### config.mk
export PLATFORM = sky130hd
export DESIGN_NAME = tfn_queue
export DESIGN_NICKNAME = d
export VERILOG_FILES = /design/src/design/tfn_pkg.sv /design/src/design/tfn_queue.sv
export SDC_FILE = /design/constraint.sdc
export NUM_CORES = 1
export LEC_CHECK = 0
export BUFFER_PORTS_ARGS = -buffer_cell sky130_fd_sc_hd__buf_4
export CORE_MARGIN = 2
export CORE_UTILIZATION = 50
export DETAILED_ROUTE_END_ITERATION = 10
export PLACE_DENSITY = 0.68
export SKIP_CTS_REPAIR_TIMING = 1
export SYNTH_ARGS = -nofsm -noshare
export SYNTH_HDL_FRONTEND = slang
export SYNTH_SLANG_ARGS = --single-unit
### constraint.sdc
create_clock -name clk -period 4.2 [get_ports clk]
set_input_delay 0.84 -clock clk [delete_from_list [all_inputs] [get_ports clk]]
set_output_delay 0.84 -clock clk [all_outputs]
set_load 0.005 [all_outputs]
### src/design/tfn_pkg.sv
// shared constants and types of the triangle face normal unit
package tfn_pkg;
	localparam int TFN_COORD_WIDTH = 16;
	localparam int TFN_FRAC_BITS = 14;
	localparam int SCALE_MSB = 29;
	localparam int SCALED_W = SCALE_MSB + 1;
	localparam int OUT_W = 16;
	localparam int QUEUE_DEPTH = 4;

	// one classified request between front and back
	typedef struct packed {
		logic [SCALED_W-1:0] m0;
		logic [SCALED_W-1:0] m1;
		logic [SCALED_W-1:0] m2;
		logic [2:0]          neg;
		logic                degen;
	} tfn_item_t;

	typedef struct packed {
		logic valid;
		logic full;
	} tfn_qstat_t;
endpackage

### src/design/tfn_queue.sv
// short register queue between front and back
module tfn_queue import tfn_pkg::*; #(
	parameter int DEPTH = QUEUE_DEPTH
) (
	input  logic       clk,
	input  logic       arst_n,
	input  logic       push,
	input  tfn_item_t  push_item,
	input  logic       pop,
	output tfn_qstat_t qstat,
	output tfn_item_t  head
);
	localparam int AW = (DEPTH > 1) ? $clog2(DEPTH) : 1;
	localparam int CNW = $clog2(DEPTH + 1);

	tfn_item_t      mem_q [0:DEPTH-1];
	logic [AW-1:0]  wr_q;
	logic [AW-1:0]  rd_q;
	logic [CNW-1:0] cnt_q;

	assign qstat.valid = (cnt_q != '0);
	assign qstat.full  = (cnt_q == CNW'(DEPTH));
	assign head        = mem_q[rd_q];

	always_ff @(posedge clk or negedge arst_n) begin
		if (!arst_n) begin
			wr_q  <= '0;
			rd_q  <= '0;
			cnt_q <= '0;
		end else begin
			if (push) wr_q <= (wr_q == AW'(DEPTH - 1)) ? '0 : wr_q + 1'b1;
			if (pop)  rd_q <= (rd_q == AW'(DEPTH - 1)) ? '0 : rd_q + 1'b1;
			if (push && !pop) cnt_q <= cnt_q + 1'b1;
			else if (pop && !push) cnt_q <= cnt_q - 1'b1;
		end
	end

	always_ff @(posedge clk) begin
		if (push) mem_q[wr_q] <= push_item;
	end
endmodule

Yosys cells after proc, flatten, opt, wreduce, memory -nomap -nowiden
Memory sizes are Yosys's and may differ from the RTL's.
Cells that the tools add are included.
Widths: inputs -> output; s select.
{ "word_totals": {"output_inout_bits": 96, "ff_bits": 7, "input_bits": 98, "memories": 1, "mem_bits_rw": 376} }
{ "op_classes": {"addsub": 4, "eq_ne": 3, "n_mux": 6, "n_reduce_logical": 6} }
{ "mem_list": {"columns": ["memory", "words", "word_bits", "rd", "rd_ports_with_merged_regs", "wr", "line", "source"], "rows": [
  ["mem_q", 4, 94, 1, 0, 1, "tfn_queue.sv:16", "tfn_item_t mem_q [0:DEPTH-1];"]
]} }
{ "op_table": {"columns": ["op", "count"], "rows": [
  ["$mux 3", 2],
  ["$add 2x1->2 const B", 2],
  ["$eq 2x2->1 const B", 2],
  ["$mux 2", 2],
  ["$add 3x1->3 const B", 1],
  ["$eq 3x3->1 const B", 1],
  ["$reduce_bool 3->1", 1],
  ["$sub 3x1->3 const B", 1],
  ["$logic_and 1x1->1", 2],
  ["$logic_not 1->1", 2],
  ["$mux 1", 2],
  ["$reduce_bool 2->1", 1]
]} }

Logic depth before layout (Yosys ltp)
Gate-level depths: netlist of the first run.
{ "logic_depth": {"ltp_word": 4, "depth_mapped": 7} }

Worst setup path before layout of the first run
OpenSTA, ideal clock, no wires.
{ "synth_path": {"path_kind": "in2reg", "startpoint": "input port push", "endpoint": "memory mem_q[0][0] (netlist bit) (enable)", "setup_ns": 0.463, "path_buffers": 0, "path_slack_ns": 0.722, "t_arrival_ns": 3.015, "stages": 1, "path_cell_list": "and2_1"} }
{ "synth_between": {"elab_chain_len": 2} }
{ "synth_rtl": {"columns": ["element", "line", "source"], "rows": [
  ["start, declared", "tfn_queue.sv:7", "input logic push,"],
  ["$mux 1", "tfn_queue.sv:39", "if (push) mem_q[wr_q] <= push_item;"],
  ["$mux 1 (not written as such)", "tfn_queue.sv:39", null],
  ["end, declared", "tfn_queue.sv:16", null]
]} }
No other way between the ends.

==> results.toml, run 1 <==
[drt]
drtIter0Drc = 535
avgViaCountPerCell = 5.35
drt_wl_total_mm = 25.4
vias = 6210
routedWlPerCell_um = 21.9
drt-pass1-iter-count = 5
drc = 0
antenna_left = 0

[flow_run]
drv_cap = 0

[floorplan]
coreArea_mm2 = 0.0277
dieArea_mm2 = 0.0294
io_pins = 194
row_count = 61
die_h_um = 171
dieWidth_um = 171
start_util = 0.506

[finish]
nNetsFinal = 857
layout-drive-gt1-share = 0.465
final_util = 0.618
seq_area_mm2 = 0.0115
multi_input_area_mm2 = 0.00235
nFillCells = 1911
area_growth_pct = 22.1
final_cells = 1160

[place]
port_buffers = 193
dp_hpwl_mm = 15.4
finalWeightedCongestion = 0.723
place_inst = 1088
dp_slack_ns = 1.27

[setup_path]
startpoint = "rd_q[1]"
endpoint = "head[49]"
reg2reg_slack_ns = 2.15
slowest_delay_ns = 1.08
path_delay_family = "flip-flops"
crit_path_start_kind = "flip-flop"
cp_num_cells = 3
critPathMostFrequentCell = "buf_4"
worstPathRequired_ns = 3.36
critPathArrivalTime_ns = 2.60
cp_max_fo = 66
ff2ff_path_depth = 4
path_class = "reg2out"
cp_cell_sequence = "buf_4 > mux4_2 > buf_4"
worst_path_max_delay_cell = "dfrtp_4"
r2r-start = "wr_q[0]"
cp_num_buf_inv = 2
timing.rr.end = "mem_q[2][64]"
endpoint_kind = "output pin"

[sta]
min_period_ns = 3.44
finalSetupTns_ns = 0
fin_skew_ns = 0.00937
whs_ns = 0.126
hold_violations = 0
fmax_ghz = 0.290
setup_violations = 0
slew_headroom = 0.333
slew_violations = 0
tightest_slew_ns = 1.00
rsz0062_at_grt = "false"
worst_slack_ns = 0.755
min_period_over_period = 0.820

[global_routing]
overflow = 0
grt_antenna_before_repair = 1
grt_pass1_vias = 6693
grt_max_degree = 67
grt_pass1_wl_mm = 38.2
grt_usage = 0.175

[clock_tree]
insertion_delay_ns = 0.53
cts-buffers-inserted = 40
path_clk_slew_ns = 0.06
cts_max_level = 2
cts_max_path_buffers = 3
cts.sinks = 383
cts_root_buf = "clkbuf_16"
cts_tree = "yes"

[logic_synthesis]
syn-instance-count = 529
ys_seq_elements = 383
syn-num-nets = 634
synth_cell_types = 21
syn_area_mm2 = 0.0140
yosysSeqAreaShare = 0.818
syn_area_per_cell_um2 = 26.5
yosys_warnings = 0

[worst_hold_path]
hp-class = "in2async"

[pwr]
power_density_mw_per_mm2 = 676
p_leak_nw = 5.85
vdd_ir_drop_max_mv = 0.439

[run_status]
outcome = "finished, final reports clean"
layer usage:
layer  routed length, um  global-route usage
met1               10200               0.233
met3                2010              0.0492
met2               12500               0.283
met4                 663              0.0582
met5                   0                   0
report_power, final:
| part | switching (mW) | leakage (nW) | internal (mW) |
|---|---|---|---|
| clock | 1.35 | 0.605 | 1.88 |
| sequential | 0.375 | 3.53 | 4.90 |
| combinational | 1.28 | 1.71 | 1.78 |
cell usage in the layout (no fill, tap or decap):
| cell type | synthesis | routed |
|---|---|---|
| diode_2 | 0 | 1 |
| and2_4 | 0 | 4 |
| mux4_2 | 94 | 94 |
| nor3b_1 | 1 | 1 |
| xnor2_1 | 1 | 1 |
| buf_4 | 5 | 198 |
| clkinv_4 | 0 | 1 |
| mux2_2 | 3 | 3 |
| xor2_1 | 2 | 2 |
| dfrtp_4 | 0 | 2 |
| clkinv_1 | 0 | 7 |
| inv_6 | 0 | 2 |
| o21ai_0 | 2 | 2 |
| nand2_1 | 2 | 2 |
| fa_1 | 1 | 1 |
| buf_12 | 4 | 5 |
| clkbuf_16 | 0 | 41 |
| or3_1 | 1 | 1 |
| inv_1 | 4 | 4 |
| nor2_1 | 3 | 3 |
| clkinv_2 | 0 | 10 |
| clkbuf_1 | 3 | 7 |
| dfrtp_1 | 7 | 5 |
| edfxtp_1 | 376 | 376 |
| bufinv_16 | 0 | 1 |
| clkbuf_8 | 0 | 2 |
| ha_1 | 6 | 6 |
metrics by stage:
stage	power, mW	cell area [um^2]
finish	11.6	17100
global route	12.1	17100
CTS	11.8	17100
detailed placement	8.51	15900
global placement	8.42	15900
floorplan	7.07	14000
flip-flops by register name (all words and copies together), names as in the netlist:
name   flops
rd_q       2
mem_q    376
wr_q       2
cnt_q      3
kinds of logic after synthesis:
family | after synthesis | share of synthesized area
flops | 383 | 0.818
buf+inv | 26 | 0.0150
mux | 97 | 0.153
fa+ha+maj | 7 | 0.00678
compound gates | 2 | 0.000714
xor+xnor | 3 | 0.00188
simple gates | 11 | 0.00411
synthesized netlist by cell type (all sizes together):
cell / number / area [um^2]
mux4: 94 / 2120
xnor2: 1 / 8.76
o21ai: 2 / 10.0
clkbuf: 3 / 11.3
fa: 1 / 20.0
nor3b: 1 / 7.51
and2: 4 / 25.0
mux2: 3 / 33.8
xor2: 2 / 17.5
ha: 6 / 75.1
buf: 19 / 184
edfxtp: 376 / 11300
dfrtp: 7 / 175
nand2: 2 / 7.51
nor2: 3 / 11.3
or3: 1 / 6.26
inv: 4 / 15.0
final cells by class:
| class | count | share of cell area |
|---|---|---|
| tap | 378 | 0.0276 |
| clock buffer | 50 | 0.0631 |
| sequential | 383 | 0.670 |
| inverter | 4 | 0.000877 |
| antenna | 1 | 0.000146 |
| multi-input combinational | 120 | 0.137 |
| timing repair buffer | 203 | 0.0927 |
| clock inverter | 21 | 0.00775 |
how the worst min path moves through the flow:
stage	to	slack, ns
global route	cnt_q[1]	0.11
floorplan	cnt_q[2]	0.45
finish	rd_q[0]	0.13
detailed placement	cnt_q[2]	0.49
CTS	cnt_q[1]	0.10
global placement	cnt_q[2]	0.47
No activity file was read; power rests on OpenSTA's default activity.
==> inputs of run 2 (changes only) <==
- ABC_AREA: not set -> 1
- PLACE_DENSITY: 0.68 -> 0.67
- clock period: 4.2 -> 3.3 ns (I/O delays scaled with it)
==> results.toml, run 2 <==
[finish]
regMostFlops = "mem_q"
nFillCells = 2299
final_cell_mix = "edfxtp_1 (376), nand2_1 (298), buf_4 (205)"
insertedDiodeCount = 0
layout-drive-gt1-share = 0.200
reg_top3 = "mem_q (376), cnt_q (3)"
final_common_cell = "edfxtp_1"
largest_reg_flops = 376
final_cells = 1762
area_growth_pct = 20.5
nNetsFinal = 1447

[drt]
wl_met1_mm = 12.1
route.met3.wl_mm = 1.65
top_layer = "met5"
met2_length_mm = 14.2
vias = 8866
drt-pass1-iter-count = 6
routedWlPerCell_um = 16.3
drt_wl_total_mm = 28.7
antenna_left = 0
avgViaCountPerCell = 5.03
drc = 0
drtIter0Drc = 534

[floorplan]
dieArea_mm2 = 0.0319
start_util = 0.512
coreArea_mm2 = 0.0298
dieWidth_um = 179
die_h_um = 179
row_count = 63
io_pins = 194

[pwr]
p_switching_mw = 4.69
pwr-share-comb = 0.306
vdd_ir_drop_max_mv = 0.730
p_clk_frac = 0.278
p_sw_frac = 0.304
p_leak_nw = 7.43
p_seq_frac = 0.416
power.internal_mw = 10.8
power_density_mw_per_mm2 = 841
power.total_mw = 15.4

[clock_tree]
path_clk_slew_ns = 0.06
insertion_delay_ns = 0.51
cts_root_buf = "clkbuf_16"
cts_tree = "yes"
cts_max_path_buffers = 3
cts_max_level = 2
cts-buffers-inserted = 39
cts.sinks = 383

[sta]
fin_skew_ns = 0.0101
min_period_ns = 2.90
slew_violations = 0
setup_violations = 0
tightest_slew_ns = 0.660
rsz0062_at_grt = "false"
finalSetupTns_ns = 0
fmax_ghz = 0.345
slew_headroom = 0.560
min_period_over_period = 0.880
hold_violations = 0

[logic_synthesis]
synth-edff-count = 376
synthAdderAreaFrac = 0.00624
synth_top_family_by_area = "compound AO/OA/AOI/OAI gates"
ys_async_sr_fraction = 0.0183
yosys.area_share.simple = 0.0752
synth_top_area_cell = "edfxtp_1"
yosys_warnings = 0
ys_top_cells_by_area = "edfxtp_1 (74%), o211ai_1 (9.3%), nand2_1 (7.3%)"
syn_area_mm2 = 0.0152
synth_compound_gate_area_share = 0.0939
ys.flop_type = "edfxtp_1"
synth_xor_area_frac = 0.000575
synth_cell_types = 21
ys_seq_elements = 383
synth.area.mux_share = 0
syn-num-nets = 1255
synth_common_cells = "edfxtp_1 (376), nand2_1 (298), inv_1 (199)"
synth.most_common_cell = "edfxtp_1"
syn-instance-count = 1150
synth_top_cell_area_share = 0.741
yosysSeqAreaShare = 0.752
syn_area_per_cell_um2 = 13.3

[global_routing]
grt_pass1_wl_mm = 44.4
grt_usage = 0.183
grt_max_degree = 96
grt_antenna_before_repair = 1
grt_pass1_vias = 8530
overflow = 0

[setup_path]
endpoint_kind = "output pin"
critPathMostFrequentCell = "nand2_1"
crit_path_start_kind = "flip-flop"
slowest_delay_ns = 0.45
worst_path_max_delay_cell = "dfrtp_1"
worstPathRequired_ns = 2.64
cp_max_fo = 92
cp_cell_sequence = "inv_8 > buf_12 > nand2_1 > o211ai_1 > nand2_1 > buf_4"
cp_num_buf_inv = 3
path_delay_family = "buffers and inverters"
path_class = "reg2out"
critPathArrivalTime_ns = 2.24

[flow_run]
drv_cap = 0

[run_status]
outcome = "finished, final reports clean"

[place]
dp_hpwl_mm = 16.7
place_inst = 1690
finalWeightedCongestion = 0.695
port_buffers = 193

[worst_hold_path]
hp-class = "in2reg"
-- run 2: cell types whose count changed in the layout (fill, tap and decap cells not counted), sizes merged, moves of 2 or more --
| cell | before | now |
|---|---|---|
| and2 | 4 | 0 |
| buf | 203 | 212 |
| bufinv | 1 | 4 |
| clkbuf | 50 | 48 |
| inv | 6 | 200 |
| mux2 | 3 | 0 |
| mux4 | 94 | 0 |
| nand2 | 2 | 298 |
| o211ai | 0 | 188 |
| o21ai | 2 | 4 |
| xor2 | 2 | 0 |
-- run 2: worst paths after layout --
check | from | end | slack, ns | depth (start not counted)
max reg2reg | wr_q[0] | mem_q[0][40] | 1.44 | 5
min in group asynchronous | arst_n | cnt_q[1] | 0.49 | 2
max in group asynchronous | arst_n | rd_q[1] | 2.67 | 2
min | push_item[84] | mem_q[2][84] | 0.34 | 1
max | rd_q[0] | head[27] | 0.40 | 6
min reg2reg | cnt_q[2] | cnt_q[2] | 0.48 | 2
-- run 2: power by group through the flow --
stage	Sequential [mW]	Combinational, mW	Clock (mW)
after CTS	6.43	4.84	4.39
final	6.42	4.73	4.29
after global placement	6.51	4.75	0
after global routing	6.49	5.31	4.57
after detailed placement	6.53	4.83	0
after floorplan	6.54	2.69	0
-- run 2: cell families after synthesis --
| family | after synthesis |
|---|---|
| flip-flops | 383 |
| AND/OR/NAND/NOR | 304 |
| buffers and inverters | 263 |
| AO/OA/AOI/OAI | 192 |
| adder cells (fa/ha/maj) | 7 |
| XOR/XNOR | 1 |
-- run 2: metal layers --
| layer | vias up | global-route usage |
|---|---|---|
| met2 | 195 | 0.315 |
| met5 | - | 0 |
| met3 | 51 | 0.0409 |
| met1 | 4213 | 0.230 |
| li1 | 4405 | - |
| met4 | 2 | 0.0596 |
-- run 2: cell type report --
cell class | count | area, um^2 | share of cell area
clock buffers | 48 | 1050 | 0.0573
clock inverters | 23 | 210 | 0.0114
inverters | 201 | 773 | 0.0421
multi-input cells | 504 | 2680 | 0.146
flip-flops and latches | 383 | 11500 | 0.625
well taps | 390 | 488 | 0.0266
repair buffers | 213 | 1690 | 0.0920
-- run 2: stage by stage --
stage                     utilization  setup WS (ns)  hold slack [ns]  instance area [um^2]
after global routing            0.616          0.232            0.322                 18400
after floorplan                     -          0.333            0.364                 15200
after CTS                       0.616          0.390          -0.0698                 18400
final                           0.616          0.397            0.341                 18400
after global placement          0.574          0.990            0.459                 17100
after detailed placement        0.574          0.944            0.468                 17100
==> inputs of run 3 (changes only) <==
- CELL_PAD_IN_SITES_DETAIL_PLACEMENT: not set -> 0
- CELL_PAD_IN_SITES_GLOBAL_PLACEMENT: not set -> 2
- CORE_UTILIZATION: 50 -> 40
- PLACE_DENSITY: 0.67 -> 0.76
==> results.toml, run 3 (synthesized netlist as in run 2, its figures left out) <==
[sta]
hold_violations = 0
tightest_slew_ns = 0.581
setup_violations = 0
min_period_over_period = 0.853
slew_headroom = 0.613
min_period_ns = 2.82
slew_violations = 0
fin_skew_ns = 0.0134
worst_slack_ns = 0.484
fmax_ghz = 0.355
finalSetupTns_ns = 0
rsz0062_at_grt = "false"

[finish]
regMostFlops = "mem_q"
area_growth_pct = 22.0
insertedDiodeCount = 0
nNetsFinal = 1453
final_common_cell = "edfxtp_1"
largest_reg_flops = 376
reg_top3 = "mem_q (376), cnt_q (3)"
final_cell_mix = "edfxtp_1 (376), nand2_1 (298), buf_4 (205)"
layout-drive-gt1-share = 0.204
final_cell_area_mm2 = 0.0186

[drt]
drt_wl_total_mm = 31.4
avgViaCountPerCell = 4.67
drtIter0Drc = 339
vias = 8808
antenna_left = 0
routedWlPerCell_um = 16.6
drt-pass1-iter-count = 4
drc = 0

[floorplan]
row_count = 71
start_util = 0.406
dieWidth_um = 199
coreArea_mm2 = 0.0376
die_h_um = 199
dieArea_mm2 = 0.0397
io_pins = 194

[place]
finalWeightedCongestion = 0.705
dp_hpwl_mm = 18.7
placed_area_mm2 = 0.0173
dp_slack_ns = 1.01
port_buffers = 193

[global_routing]
grt_pass1_vias = 8440
grt_usage = 0.161
overflow = 0
grt_max_degree = 96
grt_pass1_wl_mm = 47.6
grt_antenna_before_repair = 0

[clock_tree]
cts-buffers-inserted = 40
cts.sinks = 383
path_clk_slew_ns = 0.06
cts_max_level = 2
cts_root_buf = "clkbuf_16"
insertion_delay_ns = 0.52
cts_tree = "yes"
cts_max_path_buffers = 3

[setup_path]
cp_max_fo = 77
worstPathRequired_ns = 2.64
slowest_delay_ns = 0.45
critPathMostFrequentCell = "nand2_1"
cp_num_buf_inv = 3
cp_cell_sequence = "inv_8 > buf_12 > nand2_1 > o211ai_1 > nand2_1 > buf_4"
path_delay_family = "buffers and inverters"
endpoint_kind = "output pin"
path_class = "reg2out"
worst_path_max_delay_cell = "dfrtp_1"
critPathArrivalTime_ns = 2.16
crit_path_start_kind = "flip-flop"

[flow_run]
drv_cap = 0

[pwr]
vdd_ir_drop_max_mv = 0.614
power_density_mw_per_mm2 = 839
p_leak_nw = 7.47

[worst_hold_path]
hp-class = "in2reg"

[run_status]
outcome = "finished, final reports clean"
[run 3: cell count changes in the layout (fill, tap and decap cells not counted)]
cell,previous run,this run
clkinv_1,9,6
bufinv_16,4,3
clkinv_2,9,10
clkinv_4,1,0
buf_12,7,12
inv_4,4,5
clkbuf_8,0,1
clkinvlp_4,1,2
[run 3: area by class of cell]
class | count | area (um^2)
fillers | 3255 | 19000
flip-flops and latches | 383 | 11500
clock inverters | 21 | 178
clock buffers | 49 | 1070
well taps | 511 | 639
inverters | 201 | 774
multi-input cells | 504 | 2680
repair buffers | 218 | 1790
[run 3: report_power, final]
group	switching (mW)	total, mW	internal (mW)	leakage, nW
Sequential	0.180	6.41	6.23	3.54
Clock	1.73	4.25	2.52	0.612
Combinational	2.91	4.95	2.04	3.32
[run 3: worst register-to-register path: stages, from the launching register on]
cell and delay, ns:
dfrtp_1 0.40, inv_1 0.11, ha_1 0.15, nand2_1 0.08, inv_4 0.42, buf_4 0.41
[run 3: worst paths after layout]
path / depth (start not counted) / endpoint / startpoint / slack, ns
worst min register to register: 2 / cnt_q[2] / cnt_q[2] / 0.48
min in group asynchronous: 2 / cnt_q[2] / arst_n / 0.48
max in group asynchronous: 2 / rd_q[1] / arst_n / 2.67
worst min-delay path: 1 / mem_q[1][74] / push_item[74] / 0.33
worst max-delay path: 6 / head[13] / rd_q[0] / 0.48
worst max register to register: 5 / mem_q[1][47] / wr_q[1] / 1.41
[run 3: per-layer routing]
layer	track usage	wire length [um]	vias to the layer above
met1	0.203	13600	4198
met4	0.0478	627	0
met2	0.279	15700	151
met5	0	0	-
met3	0.0344	1480	44
li1	-	-	4415
[run 3: metrics by stage]
stage | hold WS, ns | power (mW) | utilization | std cells
after floorplan | 0.364 | 9.22 | - | 1150
after global placement | 0.458 | 11.6 | 0.462 | 1816
after detailed placement | 0.463 | 11.6 | 0.462 | 1816
after CTS | -0.0831 | 15.9 | 0.495 | 1886
after global routing | 0.308 | 16.6 | 0.495 | 1887
final | 0.332 | 15.6 | 0.495 | 1887
